`src/design/gkps_pkg.sv`:
```
`timescale 1ns / 1ps
`default_nettype none
package gkps_pkg;

  localparam int MAX_POINTS = 256;
  localparam int IDX_BITS   = $clog2(MAX_POINTS);
  localparam int CNT_BITS   = IDX_BITS + 1;
  localparam int COORD_BITS = 12;
  localparam int RESP_BITS  = 16;
  localparam int RUN_CAP    = 64;
  localparam int EMIT_BITS  = 7;
  localparam int CFG_BITS   = 8;
  localparam int ENTRY_BITS = 2 * COORD_BITS + RESP_BITS;

  // Register indexes on the configuration port
  localparam logic REG_RADIUS     = 1'b0;
  localparam logic REG_FEAT_LIMIT = 1'b1;

  typedef struct packed {
    logic [COORD_BITS-1:0] point_x;
    logic [COORD_BITS-1:0] point_y;
    logic [RESP_BITS-1:0]  point_response;
    logic                  is_last;
  } point_in_t;

  typedef struct packed {
    logic [COORD_BITS-1:0] kept_x;
    logic [COORD_BITS-1:0] kept_y;
    logic [RESP_BITS-1:0]  kept_response;
    logic                  end_of_run;
    logic                  overflow;
  } point_out_t;

  typedef struct packed {
    logic [COORD_BITS-1:0] x;
    logic [COORD_BITS-1:0] y;
    logic [RESP_BITS-1:0]  resp;
  } entry_t;

  typedef enum logic [2:0] {
    ST_IDLE,
    ST_SETUP,
    ST_SCAN_START,
    ST_SCAN,
    ST_DECIDE,
    ST_FINISH
  } state_t;

  typedef struct packed {
    logic setup;
    logic scan_begin;
    logic decide;
    logic finish;
  } cmd_t;

  typedef struct packed {
    logic scan_done;
    logic found;
    logic last_slot;
  } status_t;

endpackage
`default_nettype wire

```
`src/design/gkps_ctrl.sv`:
```
`timescale 1ns / 1ps
`default_nettype none
module gkps_ctrl (
  input  wire logic               clk,
  input  wire logic               rst,
  input  wire logic               start,
  input  wire logic               is_last,
  input  wire gkps_pkg::status_t  status,
  output gkps_pkg::cmd_t          cmd,
  output logic                    busy
);

  gkps_pkg::state_t state, state_next;

  // Hold the state
  always_ff @(posedge clk) begin
    if (rst) begin
      state <= gkps_pkg::ST_IDLE;
    end else begin
      state <= state_next;
    end
  end

  // Sequence load, scan rounds and final emission
  always_comb begin
    state_next = state;
    cmd        = '0;
    busy       = 1'b1;
    case (state)
      gkps_pkg::ST_IDLE: begin
        busy = 1'b0;
        if (start && is_last) begin
          state_next = gkps_pkg::ST_SETUP;
        end
      end
      gkps_pkg::ST_SETUP: begin
        cmd.setup  = 1'b1;
        state_next = gkps_pkg::ST_SCAN_START;
      end
      gkps_pkg::ST_SCAN_START: begin
        cmd.scan_begin = 1'b1;
        state_next     = gkps_pkg::ST_SCAN;
      end
      gkps_pkg::ST_SCAN: begin
        if (status.scan_done) begin
          state_next = gkps_pkg::ST_DECIDE;
        end
      end
      gkps_pkg::ST_DECIDE: begin
        cmd.decide = 1'b1;
        if (!status.found || status.last_slot) begin
          state_next = gkps_pkg::ST_FINISH;
        end else begin
          state_next = gkps_pkg::ST_SCAN_START;
        end
      end
      gkps_pkg::ST_FINISH: begin
        cmd.finish = 1'b1;
        state_next = gkps_pkg::ST_IDLE;
      end
      default: begin
        state_next = gkps_pkg::ST_IDLE;
      end
    endcase
  end

endmodule
`default_nettype wire

```
`config.mk`:
```
export PLATFORM = sky130hd
export DESIGN_NAME = gkps_ctrl
export DESIGN_NICKNAME = d
export VERILOG_FILES = /design/src/design/gkps_pkg.sv /design/src/design/gkps_ctrl.sv
export SDC_FILE = /design/constraint.sdc
export NUM_CORES = 1
export LEC_CHECK = 0
export BUFFER_PORTS_ARGS = -buffer_cell sky130_fd_sc_hd__buf_2
export CAP_MARGIN = 20
export CORE_AREA = 5 5 42 44
export CTS_CLUSTER_DIAMETER = 30
export DETAILED_ROUTE_END_ITERATION = 10
export DIE_AREA = 0 0 47 49
export HOLD_SLACK_MARGIN = 0.03
export RECOVER_POWER = 100
export SLEW_MARGIN = 20
export SYNTH_ARGS = -nofsm -noshare
export SYNTH_HDL_FRONTEND = slang
export SYNTH_SLANG_ARGS = --single-unit
```
`constraint.sdc`:
```
create_clock -name clk -period 1.1 [get_ports clk]
set_clock_uncertainty 0.05 [all_clocks]
set_input_delay 0.22 -clock clk [delete_from_list [all_inputs] [get_ports clk]]
set_output_delay 0.22 -clock clk [all_outputs]
set_load 0.05 [all_outputs]
```
==> metrics <==
Synth Instances 26; CP Data Arrival Time between 1 and 1.5 ns; Final Hold Viols 0; Power Total 553 uW; post-DP HPWL around 470 um; critical path capture point type output port; Tcrit/Tclk final 1.24; share of cells above drive strength 1 0.833; CP Launch Type flop; internal power 373 uW; largest net degree at the start of global routing 7; Crit-path slowest cell or3_4; Layout Nets 56; Antenna diodes 0; Netlist Area Pre-Place roughly 210 sq um; TritonCTS buffer count 3; gr usage total 0.0775; Synthesized Nets 33; origin of the critical flop-to-flop path state[0]; die area around 0.0023 sq mm; main combinational cell family by area after synthesis simple AND/OR/NAND/NOR gates; XOR/XNOR share of the synthesized area 0; initial antenna violation count 0; first-pass GRT wire length 1220 um; Largest register FFs 3; port bufs 11; MaxCap Viol Count 0; commonest cells after routing, fill and taps aside buf_6, buf_2, buf_4; Hold Path Depth 2; CP Data Required Time about 0.83 ns; CTS tree done; CP Cell Sequence or3_4, buf_8; NetSw 180 uW; Placed Area 368 sq um; initial DRC count 3; clk slew on worst S/H paths 0.04 ns; count of state elements after synthesis 3; CTS max path bufs 2; routed len/inst about 11 um; Sequential Power Share 0.230; num ports 12; Worst-Skew Late Latency approximately 0.23 ns; Worst R2R Path Depth 5; Remaining Overflow, GRT 0; Die W 47 um; most common cell after layout, fill and taps aside buf_6; Clock power frac 0.351; Max Fanout on Critical Path 3; Vias per Instance 4.30; Starting Density 0.153; library cells used by synthesis 18; fin cells 64; gp weighted congestion 0.824; Max-Slew Margin vs Limit 0.842; Max VDD drop 0.363 mV; number of global-route vias before repair 302; pwr/cell area 1070 mW/mm^2; R2R Setup Slk -0.20 ns; Combinational Power Share 0.419; fin worst setup slack -0.266 ns; Slew Viols, Final 0; worst r2r dst state[1]; post-synthesis simple-gate area fraction 0.474; Adder-Cell Fraction of Synth Area 0; WS Path Type flop to output port; Biggest register state; die height between 40 and 50 um; final instance area 518 sq um; Compound-Gate Fraction of Synth Area 0.135; min-delay worst type input pin to flop; status complete, but fails checks; H-Tree Depth 1; Post-Place Cells 57; Rows 14; Fmax 732 MHz; Routed WL 673 um; leak pwr between 0.0002 and 0.00025 uW; switching share of total power 0.325; Slew @ Worst Pin 0.237 ns; post-synthesis sequential area ratio 0.281; Largest stage delay, worst path 0.39 ns; # setup viols final 7; clock root buffer clkbuf_4; Clock Sinks 3; total iterations of the first detailed-routing run 2; crit path capture busy; crit path launch state[0]; failing checks negative setup slack; final core utilization 0.370; Final ANT Viol Nets 0; setup TNS -1.42 ns; Final Critical Period 1.37 ns; Core Region 0.00140 sq mm; RSZ-0062 raised after global routing true; area grow syn2layout 142%; mean area per synthesized cell 8.23 sq um; Top Registers state x3; DRC errors left 0; Via Count 275; mux share of post-synthesis cell area 0; Synth Warn # 0
## routing by layer
layer | share of wire | routed length [um] | global-route usage
met1 | 0.37 | 248 | 0.0813
met5 | 0 | 0 | 0
met3 | 0.059 | 40 | 0.0148
met4 | 0.030 | 20 | 0.0968
met2 | 0.54 | 364 | 0.109
## per-stage QoR
stage,worst slack [ns],hold slack [ns]
finish,-0.266,0.126
global route,-0.314,0.133
CTS,-0.274,0.114
detailed placement,-0.148,0.371
global placement,-0.158,0.371
floorplan,-0.260,0.232
## area by class of cell
| cell class | count | area (sq um) |
|---|---|---|
| well taps | 16 | 20.0 |
| flip-flops and latches | 3 | 66.3 |
| fillers | 150 | 883 |
| repair buffers | 21 | 196 |
| clock buffers | 4 | 26.3 |
| multi-input cells | 20 | 209 |
## synth_stat cells
library cell,n,area share
nand2_1,2,0.035
nand2b_1,1,0.029
nand3b_1,1,0.035
a211oi_1,2,0.070
nor2_1,3,0.053
nor3_1,1,0.023
or3_2,1,0.035
a21oi_1,1,0.023
buf_4,1,0.035
or3_1,1,0.029
nand4b_1,1,0.041
buf_2,1,0.023
and3_1,1,0.029
dfxtp_1,3,0.28
buf_6,1,0.053
nor3b_2,1,0.058
nor3b_1,3,0.11
a21oi_2,1,0.041
## cell families after synthesis
| group | Yosys count |
|---|---|
| AOI/OAI and AO/OA | 4 |
| DFF | 3 |
| and+or+nand+nor | 16 |
| buffers and inverters | 3 |
## what timing repair did
item	in CTS	in global routing
hold buffers	0	0
pin swaps	7	2
setup buffers	3	0
resized for setup	27	3
setup endpoints to repair	7	8
## how the worst min path moves through the flow
stage               from  endpoint  slack, ns
floorplan            rst  state[2]       0.23
global placement     rst  state[1]       0.37
detailed placement   rst  state[1]       0.37
CTS                  rst  state[1]       0.11
global route         rst  state[1]       0.13
finish               rst  state[1]       0.13
## worst max-delay path: cells and delay by family, from the launching register on
family	cells	cell delay [ns]
flip-flops	1	0.32
AND/OR/NAND/NOR	1	0.39
buffers and inverters	1	0.16
## power by group through the flow
stage	combinational, uW	clock [uW]	sequential (uW)
2_1_floorplan	121	0	120
3_3_place_gp	163	0	126
3_5_place_dp	163	0	126
4_1_cts	229	201	127
5_1_grt	244	217	129
6_report	232	194	127
No activity file was read; power rests on OpenSTA's default activity.
